## config.mk

```make
export PLATFORM = sky130hd
export DESIGN_NAME = date_time_zone_adjust_top
export DESIGN_NICKNAME = d
export VERILOG_FILES = /design/src/rtl/dtza_pkg.sv /design/src/rtl/dtza_carry.sv /design/src/rtl/dtza_year_chk.sv /design/src/rtl/dtza_roll.sv /design/src/rtl/date_time_zone_adjust_top.sv
export SDC_FILE = /design/constraint.sdc
export NUM_CORES = 1
export LEC_CHECK = 0
export BUFFER_PORTS_ARGS = -buffer_cell sky130_fd_sc_hd__clkbuf_2
export CORE_UTILIZATION = 54
export CTS_CLUSTER_SIZE = 25
export DETAILED_ROUTE_END_ITERATION = 10
export PLACE_DENSITY = 0.73
export SKIP_CTS_REPAIR_TIMING = 1
export SYNTH_ARGS = -nofsm -noshare
export SYNTH_HDL_FRONTEND = slang
export SYNTH_SLANG_ARGS = --single-unit
```

## constraint.sdc

```tcl
create_clock -name clock -period 10.25 [get_ports clock]
set_input_delay 0.5125 -clock clock [delete_from_list [all_inputs] [get_ports clock]]
set_output_delay 0.5125 -clock clock [all_outputs]
set_load 0.1 [all_outputs]
```

## src/rtl/dtza_pkg.sv

```systemverilog
// ----------------------------------------------------------------------------
// dtza_pkg
// Shared widths, constants, types and the month length lookup for the
// date/time zone adjust pipeline.
// ----------------------------------------------------------------------------
package dtza_pkg;

   localparam int HOUR_W  = 5;
   localparam int MIN_W   = 6;
   localparam int YEAR_W  = 14;
   localparam int MON_W   = 4;
   localparam int DAY_W   = 5;
   localparam int TZ_W    = 11;
   localparam int FIELD_W = HOUR_W + MIN_W + YEAR_W + MON_W + DAY_W;
   localparam int TDATA_W = ((FIELD_W + 7) / 8) * 8;

   // biased minute sum: minute + offset + 18*60 is never negative
   localparam int SUM_W            = 12;
   localparam logic [SUM_W-1:0] MIN_BIAS = SUM_W'(1080);
   localparam int QUO_W            = 6;
   localparam int RECIP60          = 2185;
   localparam int SHIFT60          = 17;
   localparam int PROD60_W         = 24;
   // hour + q + 24 with q biased by 18
   localparam logic [6:0] HOUR_BIAS = 7'd6;

   localparam int RECIP25  = 10486;
   localparam int SHIFT25  = 18;
   localparam int PROD25_W = 28;
   localparam int Q25_W    = 9;

   localparam logic [YEAR_W-1:0] YEAR_MAX = YEAR_W'(9999);
   localparam logic [TZ_W-1:0]   TZ_RESET = '0;

   localparam logic [MON_W-1:0] MON_JAN = MON_W'(1);
   localparam logic [MON_W-1:0] MON_FEB = MON_W'(2);
   localparam logic [MON_W-1:0] MON_APR = MON_W'(4);
   localparam logic [MON_W-1:0] MON_JUN = MON_W'(6);
   localparam logic [MON_W-1:0] MON_SEP = MON_W'(9);
   localparam logic [MON_W-1:0] MON_NOV = MON_W'(11);
   localparam logic [MON_W-1:0] MON_DEC = MON_W'(12);

   typedef enum logic [1:0] {
      DAY_HOLD = 2'b00,
      DAY_BACK = 2'b01,
      DAY_FWD  = 2'b10
   } day_move_type;

   typedef struct packed {
      logic ld1;
      logic ld2;
      logic ld3;
   } pipe_ctl_type;

   function automatic logic [DAY_W-1:0] month_len(input logic [MON_W-1:0] m,
                                                  input logic leap);
      logic [DAY_W-1:0] len;
      case (m) inside
         MON_APR, MON_JUN, MON_SEP, MON_NOV: len = DAY_W'(30);
         MON_FEB: len = leap ? DAY_W'(29) : DAY_W'(28);
         default: len = DAY_W'(31);
      endcase
      return len;
   endfunction

endpackage

```

## src/rtl/dtza_carry.sv

```systemverilog
// ----------------------------------------------------------------------------
// dtza_carry
// Two-stage minute/hour arithmetic: adds the zone offset, floor-divides by 60
// and 24, and reports which way the day moves.
// ----------------------------------------------------------------------------
module dtza_carry (
   input  logic                          clock,
   input  dtza_pkg::pipe_ctl_type        ctl,
   input  logic [dtza_pkg::HOUR_W-1:0]   hour_in,
   input  logic [dtza_pkg::MIN_W-1:0]    minute_in,
   input  logic [dtza_pkg::TZ_W-1:0]     tz_offset,
   output logic [dtza_pkg::HOUR_W-1:0]   hour_out,
   output logic [dtza_pkg::MIN_W-1:0]    minute_out,
   output dtza_pkg::day_move_type        move_out
);
   import dtza_pkg::*;

   logic [SUM_W-1:0]    sum_in, sum_ff;
   logic [PROD60_W-1:0] prod60;
   logic [QUO_W-1:0]    quo_in, quo_ff;
   logic [HOUR_W-1:0]   hour1_in, hour1_ff;

   logic [SUM_W-1:0]    rem_full;
   logic [6:0]          hh;
   logic [6:0]          hr_full;
   logic [MIN_W-1:0]    min2_in, min2_ff;
   logic [HOUR_W-1:0]   hour2_in, hour2_ff;
   day_move_type        move2_in, move2_ff;

   // stage 1: biased minute sum and quotient by reciprocal multiply
   always_comb begin
      sum_in   = SUM_W'(minute_in) + {{(SUM_W-TZ_W){tz_offset[TZ_W-1]}}, tz_offset}
                 + MIN_BIAS;
      prod60   = PROD60_W'(sum_in) * PROD60_W'(RECIP60);
      quo_in   = prod60[SHIFT60 +: QUO_W];
      hour1_in = hour_in;
   end

   always_ff @(posedge clock) begin
      if (ctl.ld1) begin
         sum_ff   <= sum_in;
         quo_ff   <= quo_in;
         hour1_ff <= hour1_in;
      end
   end

   // stage 2: minute remainder, hour wrap and day direction
   always_comb begin
      rem_full = sum_ff - SUM_W'(quo_ff) * SUM_W'(60);
      min2_in  = rem_full[MIN_W-1:0];
      hh       = 7'(hour1_ff) + 7'(quo_ff) + HOUR_BIAS;
      if (hh < 7'd24) begin
         hr_full  = hh;
         move2_in = DAY_BACK;
      end else if (hh < 7'd48) begin
         hr_full  = hh - 7'd24;
         move2_in = DAY_HOLD;
      end else if (hh < 7'd72) begin
         hr_full  = hh - 7'd48;
         move2_in = DAY_FWD;
      end else begin
         // carry past two days still moves the date by one
         hr_full  = hh - 7'd72;
         move2_in = DAY_FWD;
      end
      hour2_in = hr_full[HOUR_W-1:0];
   end

   always_ff @(posedge clock) begin
      if (ctl.ld2) begin
         min2_ff  <= min2_in;
         hour2_ff <= hour2_in;
         move2_ff <= move2_in;
      end
   end

   assign hour_out   = hour2_ff;
   assign minute_out = min2_ff;
   assign move_out   = move2_ff;

endmodule

```

## src/rtl/dtza_year_chk.sv

```systemverilog
// ----------------------------------------------------------------------------
// dtza_year_chk
// Two-stage year saturation and Gregorian leap test; carries month and day
// along to line up with the time arithmetic.
// ----------------------------------------------------------------------------
module dtza_year_chk (
   input  logic                          clock,
   input  dtza_pkg::pipe_ctl_type        ctl,
   input  logic [dtza_pkg::YEAR_W-1:0]   year_in,
   input  logic [dtza_pkg::MON_W-1:0]    month_in,
   input  logic [dtza_pkg::DAY_W-1:0]    day_in,
   output logic [dtza_pkg::YEAR_W-1:0]   year_out,
   output logic [dtza_pkg::MON_W-1:0]    month_out,
   output logic [dtza_pkg::DAY_W-1:0]    day_out,
   output logic                          leap_out
);
   import dtza_pkg::*;

   logic [YEAR_W-1:0]   ysat_in, year1_ff, year2_ff;
   logic [PROD25_W-1:0] prod25;
   logic [Q25_W-1:0]    q25_in, q25_ff;
   logic [MON_W-1:0]    mon1_ff, mon2_ff;
   logic [DAY_W-1:0]    day1_ff, day2_ff;
   logic [YEAR_W-1:0]   back25;
   logic                div25;
   logic                leap_in, leap_ff;

   always_comb begin
      ysat_in = (year_in > YEAR_MAX) ? YEAR_MAX : year_in;
      prod25  = PROD25_W'(ysat_in) * PROD25_W'(RECIP25);
      q25_in  = prod25[SHIFT25 +: Q25_W];
   end

   always_ff @(posedge clock) begin
      if (ctl.ld1) begin
         year1_ff <= ysat_in;
         q25_ff   <= q25_in;
         mon1_ff  <= month_in;
         day1_ff  <= day_in;
      end
   end

   // divisible by 100 is divisible by 4 and 25; by 400 adds divisible by 16
   always_comb begin
      back25  = YEAR_W'(q25_ff) * YEAR_W'(25);
      div25   = (back25 == year1_ff);
      leap_in = (year1_ff[1:0] == 2'b00) && (!div25 || (year1_ff[3:0] == 4'b0000));
   end

   always_ff @(posedge clock) begin
      if (ctl.ld2) begin
         year2_ff <= year1_ff;
         mon2_ff  <= mon1_ff;
         day2_ff  <= day1_ff;
         leap_ff  <= leap_in;
      end
   end

   assign year_out  = year2_ff;
   assign month_out = mon2_ff;
   assign day_out   = day2_ff;
   assign leap_out  = leap_ff;

endmodule

```

## src/rtl/dtza_roll.sv

```systemverilog
// ----------------------------------------------------------------------------
// dtza_roll
// Final stage: moves the date one day back or forward across month and year
// ends and registers the complete result word.
// ----------------------------------------------------------------------------
module dtza_roll (
   input  logic                          clock,
   input  dtza_pkg::pipe_ctl_type        ctl,
   input  dtza_pkg::day_move_type        move_in,
   input  logic                          leap_in,
   input  logic [dtza_pkg::HOUR_W-1:0]   hour_in,
   input  logic [dtza_pkg::MIN_W-1:0]    minute_in,
   input  logic [dtza_pkg::YEAR_W-1:0]   year_in,
   input  logic [dtza_pkg::MON_W-1:0]    month_in,
   input  logic [dtza_pkg::DAY_W-1:0]    day_in,
   output logic [dtza_pkg::HOUR_W-1:0]   hour_out,
   output logic [dtza_pkg::MIN_W-1:0]    minute_out,
   output logic [dtza_pkg::YEAR_W-1:0]   year_out,
   output logic [dtza_pkg::MON_W-1:0]    month_out,
   output logic [dtza_pkg::DAY_W-1:0]    day_out
);
   import dtza_pkg::*;

   logic [YEAR_W-1:0] year_nx, year_ff;
   logic [MON_W-1:0]  mon_nx, mon_ff;
   logic [DAY_W-1:0]  day_nx, day_ff;
   logic [HOUR_W-1:0] hour_ff;
   logic [MIN_W-1:0]  min_ff;

   always_comb begin
      year_nx = year_in;
      mon_nx  = month_in;
      day_nx  = day_in;
      case (move_in)
         DAY_BACK: begin
            if (day_in <= DAY_W'(1)) begin
               if (month_in <= MON_JAN) begin
                  mon_nx = MON_DEC;
                  if (year_in != '0) begin
                     year_nx = year_in - YEAR_W'(1);
                  end
               end else if (month_in > MON_DEC) begin
                  mon_nx = MON_DEC;
               end else begin
                  mon_nx = month_in - MON_W'(1);
               end
               // the leap flag only matters for february, whose year is unchanged
               day_nx = month_len(mon_nx, leap_in);
            end else begin
               day_nx = day_in - DAY_W'(1);
            end
         end
         DAY_FWD: begin
            if (day_in >= month_len(month_in, leap_in)) begin
               day_nx = DAY_W'(1);
               if (month_in >= MON_DEC) begin
                  mon_nx = MON_JAN;
                  if (year_in < YEAR_MAX) begin
                     year_nx = year_in + YEAR_W'(1);
                  end
               end else begin
                  mon_nx = month_in + MON_W'(1);
               end
            end else begin
               day_nx = day_in + DAY_W'(1);
            end
         end
         default: begin
            day_nx = day_in;
         end
      endcase
   end

   always_ff @(posedge clock) begin
      if (ctl.ld3) begin
         hour_ff <= hour_in;
         min_ff  <= minute_in;
         year_ff <= year_nx;
         mon_ff  <= mon_nx;
         day_ff  <= day_nx;
      end
   end

   assign hour_out   = hour_ff;
   assign minute_out = min_ff;
   assign year_out   = year_ff;
   assign month_out  = mon_ff;
   assign day_out    = day_ff;

endmodule

```

## src/rtl/date_time_zone_adjust_top.sv

```systemverilog
// ----------------------------------------------------------------------------
// date_time_zone_adjust_top
// Shifts a UTC civil date and time by a programmable zone offset in minutes.
//
//   channel   direction  handshake        payload
//   req_      in         tvalid/tready    tdata: hour, minute, year, month, day
//   rsp_      out        tvalid/tready    tdata: hour, minute, year, month, day
//   csr_      in         wr_en            wr_data: signed offset in minutes
//
// Three register stages; one word is accepted every cycle unless a stalled
// output backs up the pipe. The depth is set by the reciprocal multiplies
// (minute by 60, year by 25) and the month/year roll stage.
// Reset clears the valid bits and sets the offset to zero.
// Each stage loads while it is empty or its word moves on, so bubbles fill up
// and a stalled output holds its word without losing or repeating one.
// ----------------------------------------------------------------------------
module date_time_zone_adjust_top (
   input  logic                            clock,
   input  logic                            reset,
   input  logic                            req_tvalid,
   output logic                            req_tready,
   // [4:0] hour_in, [10:5] minute_in, [24:11] year_in, [28:25] month_in,
   // [33:29] day_in, [39:34] zero
   input  logic [dtza_pkg::TDATA_W-1:0]    req_tdata,
   output logic                            rsp_tvalid,
   input  logic                            rsp_tready,
   // [4:0] hour_out, [10:5] minute_out, [24:11] year_out, [28:25] month_out,
   // [33:29] day_out, [39:34] zero
   output logic [dtza_pkg::TDATA_W-1:0]    rsp_tdata,
   input  logic                            csr_wr_en,
   input  logic [dtza_pkg::TZ_W-1:0]       csr_wr_data
);
   import dtza_pkg::*;

   localparam int MIN_LO  = HOUR_W;
   localparam int YEAR_LO = MIN_LO + MIN_W;
   localparam int MON_LO  = YEAR_LO + YEAR_W;
   localparam int DAY_LO  = MON_LO + MON_W;

   logic [TZ_W-1:0] tz_ff;
   logic            v1_ff, v2_ff, v3_ff;
   pipe_ctl_type    ctl;

   logic [HOUR_W-1:0] c_hour;
   logic [MIN_W-1:0]  c_min;
   day_move_type      c_move;
   logic [YEAR_W-1:0] y_year;
   logic [MON_W-1:0]  y_mon;
   logic [DAY_W-1:0]  y_day;
   logic              y_leap;

   logic [HOUR_W-1:0] o_hour;
   logic [MIN_W-1:0]  o_min;
   logic [YEAR_W-1:0] o_year;
   logic [MON_W-1:0]  o_mon;
   logic [DAY_W-1:0]  o_day;

   always_ff @(posedge clock) begin
      if (reset) begin
         tz_ff <= TZ_RESET;
      end else if (csr_wr_en) begin
         tz_ff <= csr_wr_data;
      end
   end

   // per-stage load: empty, or the word in it moves on this cycle
   always_comb begin
      ctl.ld3 = !v3_ff || rsp_tready;
      ctl.ld2 = !v2_ff || ctl.ld3;
      ctl.ld1 = !v1_ff || ctl.ld2;
   end

   always_ff @(posedge clock) begin
      if (reset) begin
         v1_ff <= 1'b0;
         v2_ff <= 1'b0;
         v3_ff <= 1'b0;
      end else begin
         if (ctl.ld1) begin
            v1_ff <= req_tvalid;
         end
         if (ctl.ld2) begin
            v2_ff <= v1_ff;
         end
         if (ctl.ld3) begin
            v3_ff <= v2_ff;
         end
      end
   end

   assign req_tready = ctl.ld1;
   assign rsp_tvalid = v3_ff;

   dtza_carry u_carry (
      .clock      (clock),
      .ctl        (ctl),
      .hour_in    (req_tdata[HOUR_W-1:0]),
      .minute_in  (req_tdata[MIN_LO +: MIN_W]),
      .tz_offset  (tz_ff),
      .hour_out   (c_hour),
      .minute_out (c_min),
      .move_out   (c_move)
   );

   dtza_year_chk u_year_chk (
      .clock     (clock),
      .ctl       (ctl),
      .year_in   (req_tdata[YEAR_LO +: YEAR_W]),
      .month_in  (req_tdata[MON_LO +: MON_W]),
      .day_in    (req_tdata[DAY_LO +: DAY_W]),
      .year_out  (y_year),
      .month_out (y_mon),
      .day_out   (y_day),
      .leap_out  (y_leap)
   );

   dtza_roll u_roll (
      .clock      (clock),
      .ctl        (ctl),
      .move_in    (c_move),
      .leap_in    (y_leap),
      .hour_in    (c_hour),
      .minute_in  (c_min),
      .year_in    (y_year),
      .month_in   (y_mon),
      .day_in     (y_day),
      .hour_out   (o_hour),
      .minute_out (o_min),
      .year_out   (o_year),
      .month_out  (o_mon),
      .day_out    (o_day)
   );

   assign rsp_tdata = {(TDATA_W - FIELD_W)'(0), o_day, o_mon, o_year, o_min, o_hour};

endmodule
```

-- Word level (Yosys, flattened, before mapping)
Cells that the tools add are included.
- word-level logic and storage cells: 107
- output and inout port bits: 42
- register bits: 134
- reduce and logical (&&, ||, !) cells: 14
- mux-type cells: 29
- eq/ne operators: 13
- add/sub/neg operators: 14
- multipliers: 4
- order comparisons: 10
- operators by type and width (cell ; count):
    14-bit 2-to-1 mux ; 7
    5-bit 2-to-1 mux ; 10
    4-bit 2-to-1 mux ; 7
    14-bit case mux with 2 select lines ; 1
    14-bit by 13-bit multiplier with 26-bit output (second input constant) ; 1
    12-bit by 12-bit multiplier with 23-bit output (second input constant) ; 1
    4-bit by 3-bit equality test with 1-bit output (second input constant) ; 4
    4-bit equality test (second input constant) ; 4
    14-bit by 1-bit adder with 14-bit output (second input constant) ; 1
    14-bit equality test ; 1
    14-bit greater-than comparator (second input constant) ; 1
    14-bit less-than comparator (second input constant) ; 1
    9-bit by 5-bit multiplier with 14-bit output (second input constant) ; 1
    14-bit nonzero test ; 1
    14-bit by 1-bit subtractor with 14-bit output (second input constant) ; 1
    12-bit by 11-bit adder with 12-bit output (second input constant) ; 1
    7-bit by 11-bit adder with 12-bit output ; 1
    5-bit case mux with 2 select lines ; 1
    5-bit subtractor (second input constant) ; 2
    4-bit by 2-bit equality test with 1-bit output (second input constant) ; 2
    4-bit case mux with 2 select lines ; 1
    4-bit OR reduction ; 2
    5-bit by 6-bit adder with 7-bit output ; 1
    7-bit by 3-bit adder with 7-bit output (second input constant) ; 1
    other kinds (24) ; 30

-- Logic depth before layout (Yosys ltp)
Gate-level depths: netlist of the first run.
- depth after elaboration: 10
- mapped depth: 25
- depth with buffers taken out: 23

-- Cells and area by module
Synthesis of the first run repeated with hierarchy kept, for this count alone.
- cell total of the unflattened synthesis: 1243
- area, all modules: 12756.0 um^2
- by module, submodules not included (module ; sequential area each (um^2) ; area each (um^2) ; times used ; cells an instance):
    dtza_year_chk ; 1681.6 ; 6296.0 ; 1 ; 584
    dtza_carry ; 900.9 ; 3225.6 ; 1 ; 300
    dtza_roll ; 1021.0 ; 2688.8 ; 1 ; 305
    date_time_zone_adjust_top ; 280.3 ; 545.5 ; 1 ; 54

-- Least setup slack after synthesis of the first run
OpenSTA, ideal clock, no wires.
- path type: input to register
- start point: input req_tdata[15] (netlist name)
- end point: register u_year_chk.q25_ff[6], data pin
- setup time: 271 ps
- required time: 9979 ps
- stages on the path: 23
- setup slack: 4553 ps
- arrival: 5425 ps
- cells stage by stage: clkbuf_1 -> nor4_1 -> nor2_1 -> nor3_1 -> nand2b_1 -> clkbuf_1 -> buf_2 -> nand2_1 -> ha_1 -> a21o_1 -> ha_1 -> fa_1 -> fa_1 -> inv_1 -> fa_1 -> inv_1 -> ha_1 -> a21oi_1 -> o211ai_1 -> nor3_1 -> nor3_1 -> mux2i_1 -> o2111ai_1
- cells in the longest elaborated chain, start to end: 3
- RTL lines (what ; RTL line ; text):
    start, declared ; date_time_zone_adjust_top.sv:24 ; input logic [dtza_pkg::TDATA_W-1:0] req_tdata,
    14-bit greater-than comparator ; dtza_year_chk.sv:29 ; ysat_in = (year_in > YEAR_MAX) ? YEAR_MAX : year_in;
    14-bit 2-to-1 mux (*) ; dtza_year_chk.sv:29 ;
    14-bit by 13-bit multiplier with 26-bit output (*) ; dtza_year_chk.sv:30 ; prod25 = PROD25_W'(ysat_in) * PROD25_W'(RECIP25);
    named net u_year_chk.prod25[24] ; dtza_year_chk.sv:20 ; logic [PROD25_W-1:0] prod25;
    end signal, assigned ; dtza_year_chk.sv:37 ; q25_ff <= q25_in;
    end, declared ; dtza_year_chk.sv:21 ; logic [Q25_W-1:0] q25_in, q25_ff;
Mark *: on every way through the listed nets, which the timed path passes. The rest lies on a longest branch.
A chain may end at the register's enable or synchronous reset.

-- Worst setup path in the final report of the first run
- start point: input req_tdata[15] (netlist name)
- end point: register u_year_chk.q25_ff[6], data pin
- cells in the longest elaborated chain, start to end: 3
- RTL lines (what ; RTL line ; text):
    14-bit greater-than comparator ; dtza_year_chk.sv:29 ;
    14-bit 2-to-1 mux ; dtza_year_chk.sv:29 ;
    named net u_year_chk.ysat_in[9] ; dtza_year_chk.sv:19 ; logic [YEAR_W-1:0] ysat_in, year1_ff, year2_ff;
    14-bit by 13-bit multiplier with 26-bit output ; dtza_year_chk.sv:30 ;
    named net u_year_chk.prod25[24] ; dtza_year_chk.sv:20 ;
The timed path passes the listed nets, and every way through them passes these cells.

==> out/results.md, run 1 <==
Outcome
* completed — run status

Routing
* 0 — final antenna-violating net count
* 5 — number of iterations in the first detailed-routing pass
* 452 — Initial DRC Count
* 9152 — via count
* 5.60 — Vias/cell
* 25.2 mm — total wire length after detailed routing
* 0 — # DRC
* 15.4 um — routed wire length per instance

Floorplan
* 24200 um^2 — area enclosed by the die boundary
* 98 — count of boundary I/O pins
* 156 um — Die W
* 22900 um^2 — placeable core region
* 156 um — die outline height
* 55.7% — initial core utilization
* 55 — row cnt

Timing
* 60.6% — final critical-path share of the clock period
* 34.7% — relative slew slack
* 0 — Slew Limit Fails
* 6.21 ns — final critical path time including I/O delays and setup
* no — RSZ-0062 raised after global routing
* 0 ns — TNS Setup
* 161 MHz — maximum clock frequency
* 0.0144 ns — worst setup skew after layout
* 0 — hold violation total from the final report
* 0 — setup violation total in the final timing report
* 0.980 ns — transition time of the tightest slew-check pin

Critical path
* 27 — worst-path fanout max
* flip-flop — crit end category
* primary input — Worst setup SP type
* 10.39 ns — critical path data required time
* primary input to flip-flop — startpoint-to-endpoint class of the critical path
* 6.35 ns — Crit path arrival time

Clocking
* clkbuf_16 — clock tree root driver cell
* built — CTS tree
* 0.06 ns — clock-pin slew on the worst setup and hold paths
* 2 — Max Buffers Root-to-Sink
* 4 — H-Tree Depth
* 134 — Clock Sinks
* 17 — TritonCTS Buffers
* 0.43 ns — clock latency reported for the late side of the worst-skew pair

Synth
* 0 — synthesis warning total
* 10.3 um^2 — Avg Cell Area, Syn
* 0% — async set-or-reset flop fraction in the synthesized netlist
* ha_1 — most frequent cell after synthesis
* 30.4% — sequential fraction of the synthesis area
* 12800 um^2 — area of the mapped netlist
* 28.2% — proportion of netlist area held by the largest area contributor
* edfxtp_1 28%, ha_1 22%, fa_1 11%, inv_1 4.6%, xnor2_1 3.8% — Area contributors post-synth
* 1235 — synthesized instance count
* edfxtp_1 — Main synth FF type
* edfxtp_1 — post-synth top area cell
* 134 — number of register bits inferred by synthesis
* 227 x ha_1, 158 x inv_1, 120 x edfxtp_1 — top cells by instance count after synthesis
* 82 — post-synth cell types
* 120 — number of enable flip-flop cells after synthesis

Finish
* 3880 um^2 — FF+latch area
* 8110 um^2 — footprint of the multi-input gates
* 14000 um^2 — area of all placed cells without fillers
* 9.81% — Synth-to-Final Area Change
* 0 — Antenna diodes
* 1634 — number of non-filler instances in the completed layout
* 11.1% — share of cells above drive strength 1
* 1898 — FILL cells
* 1658 — Net count, final

GRT
* 21.9% — total track usage
* 42.4 mm — first-pass GRT wire length
* 0 — leftover overflow at the end of global routing
* 9152 — number of global-route vias before repair
* 0 — antenna violations before repair
* 51 — maximum number of pins on one net before global-route repair

Job
* 0 — max-capacitance violation count

Placed design
* 20.1 mm — detailed placer's ending HPWL
* 1602 — Inst Count DP
* 0.931 — placer congestion estimate
* 85 — quantity of I/O buffers inserted on ports
* 13400 um^2 — placed inst area

Power and ir drop
* 0.00650 uW — Lkg Pwr
* 328 nW/um^2 — P per Cell Area
* 0.178 mV — Worst IR Drop VDD

Min path
* primary input to flip-flop — min-delay worst type

==> per-layer routing <==
metal	global-route usage (%)	share of wire, %	vias to the layer above
met4	6.63	2.1	0
met3	3.94	5.0	48
met5	0	0	-
met2	38.8	49	257
li1	-	-	4544
met1	27.3	44	4303
==> stage by stage <==
| step | hold WS [ns] | setup WS [ns] | util [%] | power (uW) |
|---|---|---|---|---|
| after floorplan | 0.400 | 4.55 | - | 3400 |
| after global placement | 0.403 | 3.69 | 58.6 | 3890 |
| after detailed placement | 0.405 | 3.63 | 58.6 | 3970 |
| after CTS | 0.252 | 4.08 | 61.1 | 4610 |
| after global routing | 0.245 | 3.57 | 61.1 | 5030 |
| final | 0.263 | 4.04 | 61.1 | 4600 |
==> cell families (layout without fill, tap and decap cells) <==
family	after synthesis	after routing	share of synthesized area [%]
and+or+nand+nor	299	299	12.4
other	1	6	0.0294
xor gates and xnor gates	67	67	4.71
buffers and inverters	198	279	6.20
muxes	23	23	1.84
DFF	134	134	30.4
AOI/OAI and AO/OA	219	219	11.6
adders and majority gates	294	294	32.8
==> power breakdown <==
group	total [uW]	switching [uW]	internal, uW
logic	3130	1940	1200
registers	868	70.2	798
clock network	600	239	360
total	4600	2240	2350
==> state kept, by name, indices dropped and copies added (netlist names), 5 cells and up <==
signal	count
u_year_chk.year_out	14
u_carry.quo_ff	6
u_carry.hour1_ff	5
u_year_chk.day1_ff	5
u_roll.day_out	5
u_carry.minute_out	6
u_year_chk.q25_ff	9
u_year_chk.year1_ff	14
u_roll.minute_out	6
tz_ff	11
u_carry.hour_out	5
u_roll.hour_out	5
u_carry.sum_ff	6
u_year_chk.day_out	5
u_roll.year_out	14
==> layout make-up <==
cell class / count / area share, %
Clock buffer: 18 / 3.06
Clock inverter: 14 / 1.08
Inverter: 158 / 4.23
Multi-Input combinational cell: 908 / 57.9
Sequential cell: 134 / 27.7
Tap cell: 313 / 2.80
Timing Repair Buffer: 89 / 3.25
==> cell usage in the layout (no fill, tap or decap), types with 5 or more instances in the layout <==
master,instances
a32oi_1,6
conb_1,6
nand3_1,29
nand4_1,15
mux2i_1,19
nor3_1,24
and2_1,18
edfxtp_1,120
a211oi_1,7
o22ai_1,6
a21o_1,16
a31oi_1,18
nor3b_1,5
nor2_1,75
o21ai_0,38
nor2b_1,11
a211o_1,6
xnor2_1,55
clkbuf_16,17
dfxtp_1,14
ha_1,227
or2_2,6
and3_1,12
nor4_1,8
inv_1,158
o211ai_1,10
nand2b_1,19
xor2_1,11
clkbuf_2,85
o21a_1,5
fa_1,67
o31a_1,5
a21oi_1,53
nand2_1,49
==> worst paths after layout <==
path / from / endpoint / slack, ns / depth (start not counted)
min reg2reg: u_year_chk.day1_ff[1] / u_year_chk.day_out[1] / 0.41 / 0
max reg2reg: tz_ff[1] / u_carry.quo_ff[4] / 4.28 / 21
max: req_tdata[15] / u_year_chk.q25_ff[6] / 4.04 / 21
min: req_tdata[33] / u_year_chk.day1_ff[4] / 0.26 / 1
==> worst max-delay path, stage by stage <==
cell	delay, ns
clkbuf_2	0.16
nor4_1	0.33
nor2_1	0.08
nor3_1	0.18
nand2b_1	0.68
nand2b_1	0.36
ha_1	0.30
a21o_1	0.16
ha_1	0.29
fa_1	0.47
fa_1	0.55
inv_1	0.05
fa_1	0.52
inv_1	0.04
ha_1	0.33
a21oi_1	0.27
o211ai_1	0.13
nor3_1	0.42
nor3_1	0.18
mux2i_1	0.18
o2111ai_1	0.15
(Power assumes the default switching activity.)
==> inputs of run 2 (changes only) <==
Settings changed: PLACE_DENSITY 0.73 to 0.76.
Clock period 10.25 ns to 5.52 ns, I/O delays scaled along.
==> run 2 against run 1 <==
  * Non-clock buffer count up 53
  * First-iteration DRC count is 1.1% higher
  * Critical path depth unchanged
  * Largest cell class unchanged
  * Register-to-register slack got worse by 4.0 ns
  * Clock power rose by 78%
  * Clock skew is 0.0049 ns lower
  * Combinational power increased by 92%
  * Core utilization up 1.7 points
  * Cell count grew 3.2%
  * Highest routed layer unchanged
  * Design area increased by 2.8%
  * Routed wire length is 3.3% higher
==> out/results.md, run 2 (synthesized netlist as in run 1, its figures left out) <==
Outcome
* completed — run status

Routing
* 26.0 mm — total wire length after detailed routing
* 9385 — via count
* 5.56 — Vias/cell
* 15.4 um — routed wire length per instance
* 5 — number of iterations in the first detailed-routing pass
* 0 — final antenna-violating net count
* 457 — Initial DRC Count
* 0 — # DRC

Placed design
* 85 — quantity of I/O buffers inserted on ports
* 0.909 — placer congestion estimate
* 21.1 mm — detailed placer's ending HPWL
* 1651 — Inst Count DP
* 13800 um^2 — placed inst area

Critical path
* 0.47 ns — Critical Path Max Stage Delay
* 3 — worst-path fanout max
* 1 — Buf+Inv Stages, Crit Path
* u_carry.quo_ff[5] — capturing instance or port of the critical path
* u_carry.quo_ff[5] — capture instance of the worst register-to-register path
* adder cells — CP top delay family
* ha_1, ha_1, inv_1, fa_1, nor2b_1, o21ai_0, a21boi_1, o21a_1, nor2_1, xnor2_1, ha_1, fa_1, ha_1, ha_1, ha_1, a211oi_1, nor2_1, nor3_2, a21oi_1, o41ai_1, xnor2_1 — worst path cell trace
* flip-flop to flip-flop — startpoint-to-endpoint class of the critical path
* 21 — cell count of the worst reg-to-reg path
* 21 — cell count along the critical path
* ha_1 — most used cell, CP
* flip-flop — Worst setup SP type
* tz_ff[1] — Critical R2R Launch
* fa_1 — cell type of the slowest stage on the worst timing path
* 5.44 ns — Crit path arrival time
* 0.24 ns — r2r setup slk
* flip-flop — crit end category
* tz_ff[1] — crit path launch
* 5.68 ns — critical path data required time

Floorplan
* 55 — row cnt
* 156 um — die outline height
* 98 — count of boundary I/O pins
* 22900 um^2 — placeable core region
* 55.7% — initial core utilization
* 156 um — Die W
* 24200 um^2 — area enclosed by the die boundary

GRT
* 28.2% — routing usage on met1
* 42.8 mm — first-pass GRT wire length
* 0 — leftover overflow at the end of global routing
* 22.2% — total track usage
* met2 — most heavily used metal layer in global routing
* 0 — antenna violations before repair
* 39.2% — fraction of met2 tracks used by global routing
* 9142 — number of global-route vias before repair
* 51 — maximum number of pins on one net before global-route repair
* 2.89% — routing usage on met3

Power and ir drop
* 8690 uW — post-layout total power
* 69.1% — Logic pwr share
* 0.00676 uW — Lkg Pwr
* 4240 uW — switching power summed over all nets
* 18.5% — Sequential Power Share
* 48.7% — switching part of the total
* 4460 uW — internal power consumption
* 603 nW/um^2 — P per Cell Area
* 12.3% — part of the total power dissipated in the clock network
* 0.344 mV — Worst IR Drop VDD

Job
* 0 — max-capacitance violation count

Timing
* 0 — hold violation total from the final report
* 0 — Slew Limit Fails
* 0 — setup violation total in the final timing report
* 0.00955 ns — worst setup skew after layout
* 5.28 ns — final critical path time including I/O delays and setup
* 189 MHz — maximum clock frequency
* 95.6% — final critical-path share of the clock period
* 1.00 ns — transition time of the tightest slew-check pin
* 33.1% — relative slew slack

Finish
* 1711 — Net count, final
* 1687 — number of non-filler instances in the completed layout
* 12.9% — Synth-to-Final Area Change
* 14400 um^2 — area of all placed cells without fillers
* 0 — Antenna diodes
* 227 x ha_1, 158 x inv_1, 120 x edfxtp_1, 85 x clkbuf_2, 75 x nor2_1 — most frequent cells in the layout
* 14.8% — share of cells above drive strength 1
* ha_1 — leading cell type in the layout, fill and taps excluded
* 62.9% — utilization after layout

Clocking
* 4 — H-Tree Depth
* 0.42 ns — clock latency reported for the late side of the worst-skew pair
* built — CTS tree
* 134 — Clock Sinks
* 2 — Max Buffers Root-to-Sink
* clkbuf_16 — clock tree root driver cell
* 17 — TritonCTS Buffers
* 0.06 ns — clock-pin slew on the worst setup and hold paths

Min path
* 1 — worst hold path stage count
* primary input to flip-flop — min-delay worst type

==> run 2: changes by cell type in the layout (fill, tap and decap cells not counted), moves of 2 or more <==
cell       previous run  this run
buf_4                 4        57
inv_6                 3         6
bufinv_16             2         0
clkinv_2              2         0
==> run 2: how the worst min path moves through the flow <==
stage                     startpoint                       to
2_1_floorplan                  reset               rsp_tvalid
3_3_place_gp   u_year_chk.mon1_ff[2]  u_year_chk.month_out[2]
3_5_place_dp   u_carry.minute_out[2]     u_roll.minute_out[2]
4_1_cts                req_tdata[33]    u_year_chk.day1_ff[4]
5_1_grt                req_tdata[33]    u_year_chk.day1_ff[4]
6_report               req_tdata[29]    u_year_chk.day1_ff[0]
==> run 2: area by class of cell <==
class / count / area [um^2]
Fill cell: 1830 / 8510
Multi-Input combinational cell: 908 / 8120
Sequential cell: 134 / 3880
Timing Repair Buffer: 142 / 853
Inverter: 158 / 593
Clock buffer: 17 / 425
Tap cell: 313 / 392
Clock inverter: 15 / 139
==> run 2: metal layers <==
layer	share of wire [%]	wire length, um
met5	0	0
met4	1.8	461
met3	4.2	1080
met2	50	13100
met1	44	11400
==> run 2: worst register-to-register path, cell delays in order, from the launching register on <==
cell      delay [ns]
dfxtp_1         0.32
ha_1            0.27
ha_1            0.16
inv_1           0.06
fa_1            0.40
nor2b_1         0.13
o21ai_0         0.11
a21boi_1        0.22
o21a_1          0.16
nor2_1          0.07
xnor2_1         0.23
ha_1            0.31
fa_1            0.47
ha_1            0.31
ha_1            0.30
ha_1            0.31
a211oi_1        0.24
nor2_1          0.08
nor3_2          0.17
a21oi_1         0.15
o41ai_1         0.41
xnor2_1         0.12
==> run 2: stage by stage <==
step / hold slack, ns / setup TNS, ns / setup WS (ns)
after floorplan: 0.348 / 0 / 0.0598
after global placement: 0.403 / 0 / 0.0731
after detailed placement: 0.405 / -0.0276 / -0.0276
after CTS: 0.0133 / -0.00241 / -0.00216
after global routing: 0.0161 / -0.00782 / -0.00782
final: 0.0279 / 0 / 0.241
==> run 2: power by group through the flow <==
| stage | clock network [uW] | registers, uW | logic (uW) |
|---|---|---|---|
| CTS | 1090 | 1620 | 6000 |
| global placement | 0 | 1630 | 5770 |
| global route | 1130 | 1640 | 6730 |
| finish | 1070 | 1610 | 6010 |
| floorplan | 0 | 2410 | 3910 |
| detailed placement | 0 | 1640 | 5950 |
==> inputs of run 3 (changes only) <==
Settings changed: BUFFER_PORTS_ARGS -buffer_cell sky130_fd_sc_hd__clkbuf_2 to -buffer_cell sky130_fd_sc_hd__buf_2, SETUP_SLACK_MARGIN from default to 0.1.
==> run 3 against run 2 <==
  * Total power is essentially flat
  * First-iteration DRC count grew 2.2%
  * Design area fell by 0.34%
  * Non-clock buffer count decreased by 13
  * Critical path depth increased by 2
  * Routed wire length up 3.4%
  * Flip-flop and latch count is the same
  * Hold slack worse by 0.0062 ns
  * Register-to-register slack better by 0.03 ns
  * Clock skew about the same
==> out/results.md, run 3 (synthesized netlist as in run 1, its figures left out) <==
Critical path
* ha_1, ha_1, inv_1, fa_2, nor2b_2, o21ai_1, a21boi_1, o21a_1, buf_4, o211ai_1, xnor2_2, ha_1, ha_1, ha_1, ha_1, ha_1, nand4_1, a21oi_1, nor3_2, buf_4, a21oi_1, nor2_1, o311ai_1 — worst path cell trace
* flip-flop — Worst setup SP type
* 5.76 ns — critical path data required time
* 0.35 ns — Critical Path Max Stage Delay
* ha_1 — most used cell, CP
* 0.27 ns — r2r setup slk
* flip-flop — crit end category
* 4 — worst-path fanout max
* 5.49 ns — Crit path arrival time
* adder cells — CP top delay family
* 3 — Buf+Inv Stages, Crit Path
* flip-flop to flip-flop — startpoint-to-endpoint class of the critical path
* fa_2 — cell type of the slowest stage on the worst timing path

Timing
* 95.1% — final critical-path share of the clock period
* yes — RSZ-0062 raised after global routing
* 5.25 ns — final critical path time including I/O delays and setup
* 33.2% — relative slew slack
* 1.00 ns — transition time of the tightest slew-check pin
* 190 MHz — maximum clock frequency
* 0 — Slew Limit Fails
* 0 — setup violation total in the final timing report
* 0 — hold violation total from the final report
* 0.00953 ns — worst setup skew after layout

Floorplan
* 55.7% — initial core utilization
* 98 — count of boundary I/O pins
* 55 — row cnt
* 156 um — Die W
* 156 um — die outline height
* 24200 um^2 — area enclosed by the die boundary
* 22900 um^2 — placeable core region

Power and ir drop
* 8690 uW — post-layout total power
* 0.380 mV — Worst IR Drop VDD
* 605 nW/um^2 — P per Cell Area
* 0.00669 uW — Lkg Pwr

GRT
* 44.1 mm — first-pass GRT wire length
* 39 — maximum number of pins on one net before global-route repair
* 0 — antenna violations before repair
* 0 — leftover overflow at the end of global routing
* 9259 — number of global-route vias before repair
* 23.0% — total track usage

Clocking
* 2 — Max Buffers Root-to-Sink
* 134 — Clock Sinks
* clkbuf_16 — clock tree root driver cell
* 0.06 ns — clock-pin slew on the worst setup and hold paths
* 4 — H-Tree Depth
* 17 — TritonCTS Buffers
* built — CTS tree
* 0.42 ns — clock latency reported for the late side of the worst-skew pair

Finish
* ha_1 — leading cell type in the layout, fill and taps excluded
* 12.5% — Synth-to-Final Area Change
* 8170 um^2 — footprint of the multi-input gates
* 62.6% — utilization after layout
* 1698 — Net count, final
* 0 — Antenna diodes
* 14.5% — share of cells above drive strength 1
* 225 x ha_1, 158 x inv_1, 120 x edfxtp_1, 85 x buf_2, 74 x nor2_1 — most frequent cells in the layout
* 3880 um^2 — FF+latch area
* 1817 — FILL cells

Routing
* 5 — number of iterations in the first detailed-routing pass
* 0 — final antenna-violating net count
* 0 — # DRC
* 9486 — via count
* 26.9 mm — total wire length after detailed routing
* 467 — Initial DRC Count
* 5.67 — Vias/cell
* 16.1 um — routed wire length per instance

Placed design
* 0.950 — placer congestion estimate
* 21.8 mm — detailed placer's ending HPWL
* 85 — quantity of I/O buffers inserted on ports

Outcome
* completed — run status

Job
* 0 — max-capacitance violation count

Min path
* primary input to flip-flop — min-delay worst type

## run 3: changes by cell type in the layout (fill, tap and decap cells not counted), moves of 2 or more
cell / delta
buf_2: +85
clkbuf_2: -85
buf_4: -13
ha_1: -2
ha_4: +2
inv_8: +2
## run 3: layer usage
metal  wire length, um  global-route usage (%)  vias up
li1                  -                       -     4626
met1             11700                    28.8     4540
met2             13300                    39.8      275
met3              1320                    4.00       45
met4               643                    8.12        0
met5                 0                       0        -
## run 3: layout make-up
type                       instances  share of cell area [%]
tap                              313                    2.73
clock buffer                      17                    2.96
timing repair buffer             129                    5.26
clock inverter                    15                   0.924
sequential                       134                    27.1
inverter                         158                    4.13
multi-input combinational        908                    56.9
## run 3: stage by stage
step	area, um^2	std cells	hold WS (ns)	worst slack [ns]	setup TNS, ns
after global placement	13700	1636	0.401	0.0652	0
final	14400	1674	0.0217	0.269	0
after CTS	14200	1668	0.0129	-0.0391	-0.0856
after floorplan	12800	1240	0.348	0.113	0
after detailed placement	13700	1636	0.405	-0.0666	-0.170
after global routing	14400	1674	0.00740	-0.00838	-0.00838
## run 3: path summary, 6_finish.rpt
| kind | start | to | depth (start not counted) |
|---|---|---|---|
| setup / recovery | tz_ff[1] | u_carry.quo_ff[4] | 23 |
| hold / removal | req_tdata[32] | u_year_chk.day1_ff[3] | 1 |
| setup reg to reg | tz_ff[1] | u_carry.quo_ff[4] | 23 |
| hold reg to reg | u_carry.sum_ff[1] | u_carry.minute_out[1] | 0 |
## run 3: power by group
part	internal (uW)	leakage [uW]	switching (uW)	total, uW
clock network	592	0.000267	473	1060
registers	1480	0.00139	132	1610
logic	2350	0.00503	3660	6010
total	4420	0.00669	4270	8690
